$ cat src/hw/rtl/sgoa_pkg.sv
`default_nettype none

package sgoa_pkg;

    localparam int DEF_MAX_REF_LEN   = 1024;
    localparam int DEF_MAX_QUERY_LEN = 4096;

    localparam int SYM_W       = 8;
    localparam int PFX_W       = 13;
    localparam int SCORE_OUT_W = 14;

    localparam logic OP_REF = 1'b0;
    localparam logic OP_QRY = 1'b1;

    // control that travels with one query row along the chain
    typedef struct packed {
        logic             vld;
        logic             lst;
        logic [SYM_W-1:0] sym;
    } t_wave;

endpackage

`default_nettype wire

$ cat src/hw/rtl/sgoa_cell.sv
`default_nettype none

module sgoa_cell #(
    parameter int SCORE_W = 16
) (
    input  wire logic                              i_clk,
    input  wire logic                              i_rst_n,
    input  wire logic                              i_clr,
    input  wire logic                              i_load,
    input  wire logic [sgoa_pkg::SYM_W-1:0]        i_load_sym,
    input  wire logic                              i_prev_act,
    output logic                                   o_act,
    input  wire sgoa_pkg::t_wave                   i_wave,
    input  wire logic signed [SCORE_W-1:0]         i_new,
    input  wire logic signed [SCORE_W-1:0]         i_old,
    output sgoa_pkg::t_wave                        o_wave,
    output logic signed [SCORE_W-1:0]              o_new,
    output logic signed [SCORE_W-1:0]              o_old
);
    import sgoa_pkg::*;

    localparam logic signed [SCORE_W-1:0] ONE = SCORE_W'(1);

    logic                      r_act;
    logic [SYM_W-1:0]          r_ref;
    logic signed [SCORE_W-1:0] r_score;
    logic signed [SCORE_W-1:0] r_new;
    logic signed [SCORE_W-1:0] r_old;
    t_wave                     r_wave;

    logic signed [SCORE_W-1:0] w_up_m;
    logic signed [SCORE_W-1:0] w_left_m;
    logic signed [SCORE_W-1:0] w_diag_m;
    logic signed [SCORE_W-1:0] w_diag_p;
    logic signed [SCORE_W-1:0] w_gap;
    logic signed [SCORE_W-1:0] n_score;

    always_comb begin
        w_up_m   = r_score - ONE;
        w_left_m = i_new - ONE;
        w_diag_m = i_old - ONE;
        w_diag_p = i_old + ONE;
        w_gap    = (w_up_m > w_left_m) ? w_up_m : w_left_m;
        n_score  = (w_gap > w_diag_m) ? w_gap : w_diag_m;
        if (r_ref == i_wave.sym && w_diag_p > n_score) begin
            n_score = w_diag_p;
        end
    end

    always_ff @(posedge i_clk) begin
        if (!i_rst_n || i_clr) begin
            r_act   <= 1'b0;
            r_score <= '0;
            r_wave  <= '0;
        end else begin
            r_wave <= i_wave;
            // the first empty cell after the filled ones takes the next reference symbol
            if (i_load && i_prev_act && !r_act) begin
                r_act <= 1'b1;
            end
            if (i_wave.vld && r_act) begin
                r_score <= n_score;
            end
        end
    end

    always_ff @(posedge i_clk) begin
        if (i_load && i_prev_act && !r_act) begin
            r_ref <= i_load_sym;
        end
        // past the reference end, pass the row end score straight through
        r_new <= r_act ? n_score : i_new;
        r_old <= r_score;
    end

    assign o_act  = r_act;
    assign o_wave = r_wave;
    assign o_new  = r_new;
    assign o_old  = r_old;

endmodule

`default_nettype wire

$ cat config.mk
export PLATFORM = sky130hd
export DESIGN_NAME = sgoa_cell
export DESIGN_NICKNAME = d
export VERILOG_FILES = /design/src/hw/rtl/sgoa_pkg.sv /design/src/hw/rtl/sgoa_cell.sv
export SDC_FILE = /design/constraint.sdc
export NUM_CORES = 1
export LEC_CHECK = 0
export BUFFER_PORTS_ARGS = -buffer_cell sky130_fd_sc_hd__buf_2
export CORE_UTILIZATION = 60
export CTS_CLUSTER_DIAMETER = 80
export DETAILED_ROUTE_END_ITERATION = 16
export GPL_ROUTABILITY_DRIVEN = 0
export HOLD_SLACK_MARGIN = 0.12
export PLACE_DENSITY = 0.85
export REMOVE_ABC_BUFFERS = 1
export SLEW_MARGIN = 10
export SYNTH_ARGS = -nofsm -noshare
export SYNTH_HDL_FRONTEND = slang
export SYNTH_SLANG_ARGS = --single-unit
$ cat constraint.sdc
create_clock -name i_clk -period 15.8 [get_ports i_clk]
set_clock_uncertainty 0.2 [all_clocks]
set_input_delay 3.16 -clock i_clk [delete_from_list [all_inputs] [get_ports i_clk]]
set_output_delay 3.16 -clock i_clk [all_outputs]
set_load 0.01 [all_outputs]
---- Word level (Yosys, flattened, before mapping) ----
Index checks and enable logic that the tools add are counted.
word-level totals
  flip-flop bits (word level) ............. 67
  input bits .............................. 55
  output and inout port bits .............. 43
  logic and storage cells ................. 27
cells by class
  add/sub/neg operators ................... 4
  $lt $le $gt $ge ......................... 3
  eq/ne operators ......................... 1
  mux-type cells .......................... 4
  reduce and logical (&&, ||, !) cells .... 7
operators with widths
  operator                                            count
  2-to-1 mux 16 bit                                   4
  > comparator 16 bit                                 3
  subtractor 16 x 2 -> 16 bit, second input constant  3
  adder 16 x 2 -> 16 bit, second input constant       1
  == test 8 bit                                       1
  logical AND 1 bit                                   4
  logical NOT 1 bit                                   2
  logical OR 1 bit                                    1

---- Logic depth before layout (Yosys ltp) ----
  word-level depth ........................ 9
  depth in mapped cells ................... 45
  depth with buffers taken out ............ 39

---- Worst setup path before layout ----
Ideal clock, no wire load.
  path kind ............................... input to register
  from .................................... input i_new[6]
  to ...................................... register r_new[0] (netlist: o_new[0])
  library setup time ...................... 70 ps
  data arrival time ....................... 10,621 ps
  required time ........................... 15,530 ps
  slack ................................... 4,910 ps
  stages .................................. 38
  path buffers ............................ 3
  path through ............................ nor4_1 > nand3_1 > nor3_1 > xnor2_1 > ha_1 > a21o_1 > a21o_1 > a21oi_1 > o211ai_1 > mux2i_1 > nand2b_1 > clkbuf_1 > buf_2 > buf_2 > a21oi_1 > ha_1 > a21oi_1 > nor2b_1 > (+2 left out) > a2111oi_0 > o21ai_0 > o41ai_1 > a221oi_4 > mux2i_1 > inv_1 > ha_1 > nor2b_1 > o21a_1 > o21a_1 > o21a_1 > o21a_1 > o21a_1 > o211ai_1 > a31oi_1 > nand3b_1 > mux2_2 > a21oi_1
between the ends
  longest elaborated chain between the ends .. 9
ends and longest elaborated chain
  what                           line             RTL
  start: declaration             sgoa_cell.sv:14  input wire logic signed [SCORE_W-1:0] i_new,
  subtractor 16 x 2 -> 16 bit *  sgoa_cell.sv:40  w_left_m = i_new - ONE;
  > comparator 16 bit            sgoa_cell.sv:43  w_gap = (w_up_m > w_left_m) ? w_up_m : w_left_m;
  2-to-1 mux 16 bit *            sgoa_cell.sv:43
  > comparator 16 bit            sgoa_cell.sv:44  n_score = (w_gap > w_diag_m) ? w_gap : w_diag_m;
  2-to-1 mux 16 bit *            sgoa_cell.sv:44
  > comparator 16 bit            sgoa_cell.sv:45  if (r_ref == i_wave.sym && w_diag_p > n_score) begin
  logical AND 1 bit              sgoa_cell.sv:45
  2-to-1 mux 16 bit *            sgoa_cell.sv:45
  2-to-1 mux 16 bit *            sgoa_cell.sv:72  r_new <= r_act ? n_score : i_new;
  end signal: assignment         sgoa_cell.sv:72
  end: declaration               sgoa_cell.sv:27  logic signed [SCORE_W-1:0] r_new;
Mark *: on every way between the ends. The rest lies on a longest branch, timed or not.
A chain may end at the register's enable or synchronous reset.

---- Worst setup path in the final report ----
  from .................................... input i_new[6]
  to ...................................... register r_score[11]
between the ends
  longest elaborated chain between the ends .. 8
ends and longest elaborated chain
  what                           line             RTL
  subtractor 16 x 2 -> 16 bit *  sgoa_cell.sv:40
  > comparator 16 bit            sgoa_cell.sv:43
  2-to-1 mux 16 bit *            sgoa_cell.sv:43
  > comparator 16 bit            sgoa_cell.sv:44
  2-to-1 mux 16 bit *            sgoa_cell.sv:44
  > comparator 16 bit            sgoa_cell.sv:45
  logical AND 1 bit              sgoa_cell.sv:45
  2-to-1 mux 16 bit *            sgoa_cell.sv:45
  end signal: assignment         sgoa_cell.sv:62  r_score <= n_score;
  end: declaration               sgoa_cell.sv:26  logic signed [SCORE_W-1:0] r_score;
Marked as above.

==> out/metrics.yaml <==
floorplan:
  core_mm2: 0.00785
  die_w_um: 92.9
  die_area_mm2: 0.00862
  initial_core_util_pct: 63.1
  top_level_ports: 98
  die_y_um: 92.9
  core.rowCount: 32
critical_path:
  critPathSlowestCell: "nor4_1"
  worst_ep_required_time_ns: 15.86
  start_kind: "input port"
  crit_top_cell: "o21a_1"
  worst-path-max-fanout: 24
  cp_slowest_stage_delay_ns: 0.75
  worstPathArrival_ns: 12.50
  path_class: "in -> reg"
  endpoint_kind: "register"
timing:
  tightest_slew_ns: 1.21
  drv_slew: 0
  fmaxAchievable_mhz: 80.4
  hold_violations: 0
  fin_crit_sh_pct: 78.7
  final.setup.tns_ns: 0
  slew_headroom_pct: 17.7
  rsz0062_at_grt: "no"
  finalSetupViolations: 0
  period_needed_ns: 12.44
synth:
  ys.flop_type: "dfxtp_1"
  yosys-top-cells-count: "dfxtp_1 (59), ha_1 (50), nor2_1 (40), xnor2_1 (37), inv_1 (30)"
  synth.yosys.seq_area_share_pct: 28.7
  synth_cells: 575
  yosys_warnings: 0
  synth_area_leaders: "dfxtp_1 (24%), ha_1 (13%), xnor2_1 (6.5%)"
  synth_cell_types: 56
  synth-edff-count: 8
  synthesis.area_mm2: 0.00495
  syn_area_per_cell_um2: 8.61
  synth_most_common_cell: "dfxtp_1"
  synth-seq-cells: 67
  yosysTopAreaCell: "dfxtp_1"
  yosys.area.top_type_share_pct: 23.8
  async_flop_share_pct: 0
power_and_ir_drop:
  vdd_drop_max_v: 0.0000454
  p_leak_nw: 2.44
  p_per_area_mw_per_mm2: 101
  p_total_mw: 0.572
route:
  firstDrtPassIters: 5
  viasPerCell: 6.41
  drc: 0
  ant_nets: 0
  drt-total-wl_um: 14300
  wl_per_cell_um: 18.6
  vias: 4913
  dr.first_iter.drc_count: 476
placement:
  hpwlAfterDp_um: 11300
  io_buffers: 97
outcome:
  status: "finished, final reports clean"
clock_network:
  cts_sinks: 67
  h-tree-depth: 3
  cts_inserted_buffers: 9
  clockBufferDepth: 2
  clkTransAtPathRegs_ns: 0.08
  cts_setup_buffers: 0
  cts_hold_buf: 0
  cts-resized-gates: 0
  cts_tree: "built"
  clk_latency_ns: 0.35
  root_buffer: "clkbuf_8"
grt:
  gr-usage-all-layers_pct: 33.5
  grt_pass1_vias: 4635
  grt_pass1_wl_um: 22600
  grt_overflow: 0
  grt_antenna_before_repair: 0
  grt_max_degree: 39
layout:
  insertedDiodeCount: 0
  postLayoutCoreUtil_pct: 72.1
  area_growth_pct: 14.3
  ff_latch_area_mm2: 0.00142
  n_fill_cell: 614
  drive_gt1_share_pct: 19.6
  multi_input_area_mm2: 0.00331
  num-nets-final: 764
min_path:
  worstHoldPathType: "reg -> reg"
run:
  max_cap_viol_count: 0
[worst max-delay path, delay by kind of cell]
kind                     cells  cell delay [ns]
AO/OA/AOI/OAI               17             4.27
XOR/XNOR                     1             0.18
adder cells (fa/ha/maj)      3             0.87
buffers and inverters        3             0.51
multiplexers                 3             0.87
AND/OR/NAND/NOR              9             2.64
[cell families after synthesis]
kind of cell / after synthesis / synth area share [%]
multiplexers: 13 / 2.73
flip-flops: 67 / 28.7
AO/OA/AOI/OAI: 133 / 20.1
AND/OR/NAND/NOR: 194 / 20.4
buffers and inverters: 57 / 4.62
XOR/XNOR: 61 / 10.8
adder cells (fa/ha/maj): 50 / 12.6
[power breakdown]
part | leakage (nW) | internal [mW] | switching [mW] | total [mW]
sequential | 0.558 | 0.179 | 0.00267 | 0.182
clock | 0.0859 | 0.0659 | 0.0658 | 0.132
combinational | 1.80 | 0.101 | 0.157 | 0.258
[registers in the layout (all words and copies together), names as in the netlist]
register	cells
r_score	16
o_new	16
o_wave	10
r_ref	8
o_act	1
o_old	16
[cell usage in the layout (no fill, tap or decap), types with 8 or more instances in the layout]
master / n
edfxtp_1: 8
nor2_1: 40
nor4_1: 10
ha_1: 50
buf_2: 97
o31ai_1: 8
nor3_1: 16
nand4_1: 17
a21oi_1: 28
a32oi_1: 14
o21ai_0: 9
a21o_1: 11
clkbuf_8: 11
xor2_1: 24
nand3_1: 22
xnor2_1: 37
o21ai_1: 8
mux2i_1: 11
o221ai_1: 8
inv_1: 30
nand2_1: 28
nor2b_1: 21
dfxtp_1: 59
and2_1: 14
[final timing paths]
| check | startpoint | end | slack, ns | cells after the start |
|---|---|---|---|---|
| setup reg to reg | r_score[3] | r_score[11] | 4.94 | 37 |
| hold / removal | r_score[1] | o_old[1] | 0.20 | 0 |
| hold reg to reg | r_score[1] | o_old[1] | 0.20 | 0 |
| setup / recovery | i_new[6] | r_score[11] | 3.36 | 36 |
[routing by layer]
layer  vias up  GRT usage, %  part of all wire [%]
li1       2280             -                     -
met1      2270          43.9                    41
met2       315          54.7                    46
met3        48          5.75                   9.9
met4         0          12.9                   3.0
met5         -             0                     0
[stage by stage]
step	instance area (µm²)	hold WS, ns	setup WS, ns	cells
after floorplan	4840	0.160	4.09	548
after global placement	5480	0.186	3.82	750
after global routing	5660	0.203	2.67	766
after detailed placement	5480	0.182	3.27	750
after CTS	5660	0.198	3.60	766
final	5660	0.200	3.36	766
[final cells by class]
class                   count  area share [%]
flip-flops and latches     67            25.1
inverters                  30            1.99
multi-input cells         451            58.5
well taps                 102            2.25
clock inverters             3           0.420
clock buffers              13            2.81
repair buffers            100            8.97
Note: power is estimated with default switching activity, not from simulation.
