===== config.mk =====
export PLATFORM = sky130hd
export DESIGN_NAME = sgoa_ctrl
export DESIGN_NICKNAME = d
export VERILOG_FILES = /design/src/hw/rtl/sgoa_pkg.sv /design/src/hw/rtl/sgoa_ctrl.sv
export SDC_FILE = /design/constraint.sdc
export NUM_CORES = 1
export LEC_CHECK = 0
export ABC_AREA = 1
export BUFFER_PORTS_ARGS = -buffer_cell sky130_fd_sc_hd__buf_4
export CORE_UTILIZATION = 50
export DETAILED_ROUTE_END_ITERATION = 16
export PLACE_DENSITY = 0.79
export SETUP_SLACK_MARGIN = 0.1
export SLEW_MARGIN = 40
export SYNTH_ARGS = -nofsm -noshare
export SYNTH_HDL_FRONTEND = slang
export SYNTH_SLANG_ARGS = --single-unit

===== constraint.sdc =====
create_clock -name i_clk -period 3.88 [get_ports i_clk]
set_input_delay 0.194 -clock i_clk [delete_from_list [all_inputs] [get_ports i_clk]]
set_output_delay 0.194 -clock i_clk [all_outputs]
set_load 0.02 [all_outputs]

===== src/hw/rtl/sgoa_pkg.sv =====
`default_nettype none

package sgoa_pkg;

    localparam int DEF_MAX_REF_LEN   = 1024;
    localparam int DEF_MAX_QUERY_LEN = 4096;

    localparam int SYM_W       = 8;
    localparam int PFX_W       = 13;
    localparam int SCORE_OUT_W = 14;

    localparam logic OP_REF = 1'b0;
    localparam logic OP_QRY = 1'b1;

    // control that travels with one query row along the chain
    typedef struct packed {
        logic             vld;
        logic             lst;
        logic [SYM_W-1:0] sym;
    } t_wave;

endpackage

`default_nettype wire


===== src/hw/rtl/sgoa_ctrl.sv =====
`default_nettype none

module sgoa_ctrl #(
    parameter int MAX_REF_LEN   = 1024,
    parameter int MAX_QUERY_LEN = 4096,
    parameter int SCORE_W       = 16
) (
    input  wire logic                                   i_clk,
    input  wire logic                                   i_rst_n,
    input  wire logic                                   start,
    output logic                                        busy,
    input  wire logic                                   i_opcode,
    input  wire logic [sgoa_pkg::SYM_W-1:0]             i_symbol,
    input  wire logic                                   i_is_last,
    output logic                                        o_load,
    output logic [sgoa_pkg::SYM_W-1:0]                  o_load_sym,
    output logic                                        o_clr,
    output sgoa_pkg::t_wave                             o_feed,
    output logic signed [SCORE_W-1:0]                   o_feed_new,
    output logic signed [SCORE_W-1:0]                   o_feed_old,
    input  wire sgoa_pkg::t_wave                        i_exit,
    input  wire logic signed [SCORE_W-1:0]              i_exit_new,
    output logic                                        o_valid,
    output logic [sgoa_pkg::PFX_W-1:0]                  o_best_prefix_len,
    output logic signed [sgoa_pkg::SCORE_OUT_W-1:0]     o_best_score,
    output logic                                        o_length_overflow
);
    import sgoa_pkg::*;

    localparam int RLW = $clog2(MAX_REF_LEN + 1);
    localparam int QW  = $clog2(MAX_QUERY_LEN + 1);

    logic [RLW-1:0]             r_ref_len;
    logic [QW-1:0]              r_qidx;
    logic [QW-1:0]              r_out_row;
    logic [QW-1:0]              r_best_pfx;
    logic signed [SCORE_W-1:0]  r_best_val;
    logic                       r_ovf;
    logic                       r_busy;
    t_wave                      r_feed;
    logic signed [SCORE_W-1:0]  r_feed_new;
    logic signed [SCORE_W-1:0]  r_feed_old;
    logic                       r_valid;
    logic [PFX_W-1:0]           r_res_pfx;
    logic signed [SCORE_OUT_W-1:0] r_res_score;
    logic                       r_res_ovf;

    logic                       w_acc;
    logic                       w_ref_acc;
    logic                       w_ref_full;
    logic                       w_q_acc;
    logic                       w_q_full;
    logic                       w_q_score;
    logic [QW-1:0]              w_row;
    logic [QW-1:0]              w_out_row;
    logic signed [SCORE_W-1:0]  w_half;
    logic                       w_take;
    logic [QW-1:0]              n_best_pfx;
    logic signed [SCORE_W-1:0]  n_best_val;

    always_comb begin
        w_acc      = start && !r_busy;
        w_ref_acc  = w_acc && (i_opcode == OP_REF) && (r_qidx == '0);
        w_ref_full = r_ref_len >= RLW'(MAX_REF_LEN);
        w_q_acc    = w_acc && (i_opcode == OP_QRY);
        w_q_full   = r_qidx >= QW'(MAX_QUERY_LEN);
        w_q_score  = w_q_acc && !w_q_full;
        w_row      = r_qidx + QW'(1);

        w_out_row  = r_out_row + QW'(1);
        w_half     = $signed(SCORE_W'(w_out_row >> 1));
        w_take     = i_exit.vld && (i_exit_new >= w_half) && (r_best_val < i_exit_new);
        n_best_val = w_take ? i_exit_new : r_best_val;
        n_best_pfx = w_take ? w_out_row : r_best_pfx;
    end

    always_ff @(posedge i_clk) begin
        if (!i_rst_n) begin
            r_ref_len  <= '0;
            r_qidx     <= '0;
            r_out_row  <= '0;
            r_best_pfx <= '0;
            r_best_val <= '0;
            r_ovf      <= 1'b0;
            r_busy     <= 1'b0;
            r_feed     <= '0;
            r_valid    <= 1'b0;
        end else begin
            r_valid    <= i_exit.lst;
            r_feed.vld <= w_q_score;
            r_feed.lst <= w_q_acc && i_is_last;
            r_feed.sym <= i_symbol;

            if (i_exit.lst) begin
                r_ref_len  <= '0;
                r_qidx     <= '0;
                r_out_row  <= '0;
                r_best_pfx <= '0;
                r_best_val <= '0;
                r_ovf      <= 1'b0;
                r_busy     <= 1'b0;
            end else begin
                if (o_load) begin
                    r_ref_len <= r_ref_len + RLW'(1);
                end
                if ((w_ref_acc && w_ref_full) || (w_q_acc && w_q_full)) begin
                    r_ovf <= 1'b1;
                end
                if (w_q_score) begin
                    r_qidx <= w_row;
                end
                // hold off requests until the final row leaves the chain
                if (w_q_acc && i_is_last) begin
                    r_busy <= 1'b1;
                end
                if (i_exit.vld) begin
                    r_out_row  <= w_out_row;
                    r_best_val <= n_best_val;
                    r_best_pfx <= n_best_pfx;
                end
            end
        end
    end

    always_ff @(posedge i_clk) begin
        r_feed_new <= SCORE_W'(0) - $signed(SCORE_W'(w_row));
        r_feed_old <= SCORE_W'(0) - $signed(SCORE_W'(r_qidx));
        if (i_exit.lst) begin
            r_res_pfx   <= PFX_W'(n_best_pfx);
            r_res_score <= SCORE_OUT_W'(n_best_val);
            r_res_ovf   <= r_ovf;
        end
    end

    assign busy              = r_busy;
    assign o_load            = w_ref_acc && !w_ref_full;
    assign o_load_sym        = i_symbol;
    assign o_clr             = i_exit.lst;
    assign o_feed            = r_feed;
    assign o_feed_new        = r_feed_new;
    assign o_feed_old        = r_feed_old;
    assign o_valid           = r_valid;
    assign o_best_prefix_len = r_res_pfx;
    assign o_best_score      = r_res_score;
    assign o_length_overflow = r_res_ovf;

endmodule

`default_nettype wire


== Yosys cells after proc, flatten, opt, wreduce, memory -nomap -nowiden ==
Index checks and enable logic that the tools add are counted.

* Register bits after elaboration: 135
* Output and inout bits: 82
* Logic and storage cells: 48

* Add/sub/neg operators: 5
* Bitwise gates (word level): 2
* Magnitude comparators: 4
* Mux-type cells: 2
* Reduce and logical (&&, ||, !) cells: 18

{| class="wikitable"
|+ Operators with widths
! cell !! count
|-
| $sub 1x13->14 const A || 2
|-
| $add 13x1->13 const B || 2
|-
| $ge 16x13->1 || 1
|-
| $lt 16x16->1 || 1
|-
| $mux 14 || 1
|-
| $ge 13x13->1 const B || 1
|-
| $logic_not 13->1 || 1
|-
| $mux 13 || 1
|-
| $add 11x1->11 const B || 1
|-
| $ge 11x11->1 const B || 1
|-
| $logic_and 1x1->1 || 11
|-
| $logic_not 1->1 || 3
|-
| $not 1->1 || 2
|-
| $reduce_and 2->1 || 1
|-
| $reduce_or 2->1 || 1
|-
| $logic_or 1x1->1 || 1
|}

== Logic depth before layout (Yosys ltp) ==
* Depth after elaboration: 6
* Gate-level depth with buffers: 22

== Least setup slack after synthesis ==
Ideal clock, no wire load.

* Path kind: register to register
* From: register r_out_row[0]
* To: register r_res_pfx[2] (netlist: o_best_prefix_len[2]) (data pin)
* Path buffers: 2
* Period minus slack after synthesis: 2.964 ns
* Data arrival time: 2.714 ns
* Cell stages (with the launch flop): 22
* Library setup time: 0.251 ns
* Data required time: 3.629 ns
* Path slack: 0.916 ns
* Path through: dfxtp_1 > ha_1 > nand2_1 > nor2_1 > nand3_1 > nor2_1 > nand4_1 > xor2_1 > ha_1 > nand2_1 > nor3_1 > nand2_1 > nand2_1 > nand2_1 > nand2_1 > nand2_1 > nor2_1 > buf_2 > buf_2 > nand2_1 > nand2_1 > inv_1

* Word-level cells in the longest chain between the ends: 5

{| class="wikitable"
|+ Ends and longest elaborated chain
! item !! line !! text
|-
| start, declared || sgoa_ctrl.sv:35 || <nowiki>logic [QW-1:0] r_out_row;</nowiki>
|-
| start signal, assigned || sgoa_ctrl.sv:117 || <nowiki>r_out_row <= w_out_row;</nowiki>
|-
| $add 13x1->13 * || sgoa_ctrl.sv:70 || <nowiki>w_out_row = r_out_row + QW'(1);</nowiki>
|-
| $ge 16x13->1 || sgoa_ctrl.sv:72 || <nowiki>w_take = i_exit.vld && (i_exit_new >= w_half) && (r_best_val < i_exit_new);</nowiki>
|-
| $logic_and 1x1->1 (2 in series) || sgoa_ctrl.sv:72 ||
|-
| $mux 13 * || sgoa_ctrl.sv:74 || <nowiki>n_best_pfx = w_take ? w_out_row : r_best_pfx;</nowiki>
|-
| named net n_best_pfx[2] || sgoa_ctrl.sv:58 || <nowiki>logic [QW-1:0] n_best_pfx;</nowiki>
|-
| end signal, assigned || sgoa_ctrl.sv:129 || <nowiki>r_res_pfx <= PFX_W'(n_best_pfx);</nowiki>
|-
| end, declared || sgoa_ctrl.sv:44 || <nowiki>logic [PFX_W-1:0] r_res_pfx;</nowiki>
|}

Mark *: on every way through the listed nets, which the timed path passes. The rest lies on a longest branch.
A chain may end at the register's enable or synchronous reset.

== Final worst setup path ==
* From: register r_out_row[0]
* To: register r_res_pfx[0] (netlist: o_best_prefix_len[0]) (data pin)

The elaborated chain is that of the path after synthesis.

==> results.md <==
- Fraction of registers with async set/reset: 0%
- Post-CTS setup repair buffer count: 0
- HPWL after DPL: 9.21 mm
- Share of the synthesized area in the top cell type: 33.8%
- CP delay by family, top: simple AND/OR/NAND/NOR gates
- WP buf/inv: 3
- CTS root buffer: clkbuf_16
- Antenna Cells: 0
- Critical path required time: 4050 ps
- Most frequent cell after synthesis: nand2_1
- GR Overflow Total: 0
- DR WL/cell: 12.0 um
- Antenna Violating Nets Remaining: 0
- Setup Total Neg Slack: 0 ps
- Power Total: 3.66 mW
- CTS H-Tree Depth: 4
- First-pass GRT wire length: 21.8 mm
- Total CTS buffers: 17
- Num ports: 121
- Critical path startpoint category: register
- Crit path time final: 3440 ps
- Iter 0 DRT Violations: 276
- Die width: 115 um
- Commonest cells post-synth: nand2_1 (197), inv_1 (139), dfxtp_1 (107)
- Crit. End Element: register
- Detailed-route wire length: 13.1 mm
- Syn Nets: 871
- Synthesized area per cell: 7.91 um2
- Hold Crit Class: in2reg
- Largest net degree at the start of global routing: 35
- Arrival time at the worst endpoint: 3610 ps
- Clock Path Buffers: 2
- Critical Path Slowest Stage Cell: dfxtp_1
- Slew headroom: 61.6%
- Worst slack, placed: 506 ps
- Slew @ Worst Pin: 571 ps
- Status: completed
- Fin crit share: 88.6%
- Fin. Hold Viols: 0
- GRT Total Usage: 21.5%
- Yosys reg bits: 135
- Max Cap Violations: 0
- Final Max Slew Viols: 0
- Vias in the first global route: 4914
- PwrDens: 458 mW/mm2
- Synth warn: 0
- Nets: 987
- Sequential area share after synthesis: 47.1%
- Clk_skew: 8.44 ps
- Placed cell areas: 0.00727 mm2
- Unrepaired setup endpoints after global routing: no
- Setup ws final: 443 ps
- Row Count: 40
- Synthesis-to-layout area growth: 26.0%
- Worst-path clk slew: 50 ps
- Critical path, cell by cell: ha_1 -> nand2_1 -> nor2_1 -> nand3_1 -> nor2_1 -> nand2_1 -> xor2_1 -> inv_1 -> ha_1 -> nand2_1 -> nor3_1 -> nand2_1 -> nand2_1 -> nand2_1 -> nand2_1 -> nand2_1 -> nor2_2 -> clkbuf_4 -> nand2_1 -> nand2_1 -> inv_1
- Die ar.: 0.0131 mm2
- Core area: 0.0122 mm2
- Via count: 5212
- Leakage power: 3.97 nW
- Max FO, Critical Path: 10
- DRC violations left: 0
- Slowest Stage Delay on Critical Path: 400 ps
- Number of library cell types mapped by synthesis: 35
- Fmax: 291 MHz
- First-pass iteration count of the detailed router: 5
- Post-synth EDFFs: 28
- Setup violations, final: 0
- Share of post-route cells with drive strength above 1: 19.6%
- Area contributors post-synth: dfxtp_1 (34%), edfxtp_1 (13%), nand2_1 (12%)
- Top FF cell, synth: dfxtp_1
- Port bufs: 112
- Syn Inst Count: 800
- CTS tree: built
- Synth area leader: dfxtp_1
- Design area: 0.00798 mm2
- Skew-Pair Late Insertion Delay: 420 ps
- Most frequent CP cell: nand2_1
- Peak supply drop: 0.397 mV
- Setup Crit Path Kind: reg2reg
- Initial antenna violation count: 0
- Clock Sinks: 135
- Mapped Area: 0.00633 mm2
- Starting density of the core: 52.1%
- Vias per inst: 4.75
- GPL Wtd Cong: 0.866
- Die height: 115 um
[worst register-to-register path, stage by stage, from the launching register on]
cell	delay [ps]
dfxtp_1	400
ha_1	210
nand2_1	90
nor2_1	150
nand3_1	140
nor2_1	160
nand2_1	80
xor2_1	180
inv_1	100
ha_1	300
nand2_1	60
nor3_1	230
nand2_1	90
nand2_1	80
nand2_1	100
nand2_1	100
nand2_1	80
nor2_2	180
clkbuf_4	260
nand2_1	80
nand2_1	90
inv_1	40
[flip-flops by register name, summed over array words and instances (netlist names)]
signal and count:
r_best_val 16, o_best_score 14, o_feed_new 14, o_feed_old 14, o_best_prefix_len 13, r_best_pfx 13
r_out_row 13, r_qidx 13, r_ref_len 11, o_feed 10, busy 1, o_length_overflow 1
o_valid 1, r_ovf 1
[power breakdown]
part	internal, mW	switching (mW)	total (mW)
clock	1.08	0.584	1.67
sequential	1.51	0.0303	1.54
combinational	0.177	0.272	0.449
[layout make-up]
class	instances	area [um2]
clock buffers	18	439
clock inverters	14	181
fillers	1036	4180
inverters	150	563
multi-input cells	484	2620
flip-flops and latches	135	2980
well taps	168	210
repair buffers	128	985
[cells in the final DEF (no fill, tap or decap), types with 4 or more instances in the layout]
master / instances
nand2_1: 197
inv_1: 139
buf_4: 118
dfxtp_1: 107
nor2_1: 65
a21oi_1: 43
ha_1: 32
xor2_1: 31
edfxtp_1: 28
o21ai_0: 27
nand3_1: 25
clkbuf_16: 17
nor3_1: 11
nand4_1: 10
inv_2: 9
xnor2_1: 8
dlygate4sd3_1: 8
nand2_2: 6
nor2_2: 5
clkinv_2: 5
nor2_4: 4
bufinv_16: 4
[through the flow]
stage                     hold WS (ps)  instances  util (%)
after floorplan                    287        800         -
after global placement             386       1056      59.7
after detailed placement           392       1056      59.7
after CTS                         15.4       1096      65.5
after global routing              53.4       1097      65.6
final                             36.6       1097      65.6
[path summary, 6_finish.rpt]
kind	startpoint	endpoint	slack (ps)	depth (start not counted)
hold / removal	i_rst_n	o_feed[7]	40	3
setup / recovery	r_out_row[0]	o_best_prefix_len[0]	440	21
hold reg to reg	r_ovf	o_length_overflow	440	0
setup reg to reg	r_out_row[0]	o_best_prefix_len[0]	440	21
[what timing repair did]
action	CTS	global route
endpoints found under the setup margin	0	17
hold buffers	8	0
hold endpoints to repair	8	0
resized for setup	0	3
[kinds of logic after synthesis]
group | count (synthesis) | synth area share (%)
buffers and inverters | 181 | 11.6
AO/OA/AOI/OAI | 82 | 6.84
AND/OR/NAND/NOR | 330 | 22.5
adder cells (fa/ha/maj) | 32 | 6.32
XOR/XNOR | 40 | 5.65
flip-flops | 135 | 47.1
[per-layer routing]
| layer | up-vias | global-route usage, % | part of all wire, % |
|---|---|---|---|
| li1 | 2697 | - | - |
| met1 | 2362 | 26.4 | 45 |
| met2 | 143 | 36.0 | 48 |
| met3 | 10 | 6.19 | 6.0 |
| met4 | 0 | 7.36 | 1.0 |
| met5 | - | 0 | 0 |
(Power assumes the default switching activity.)
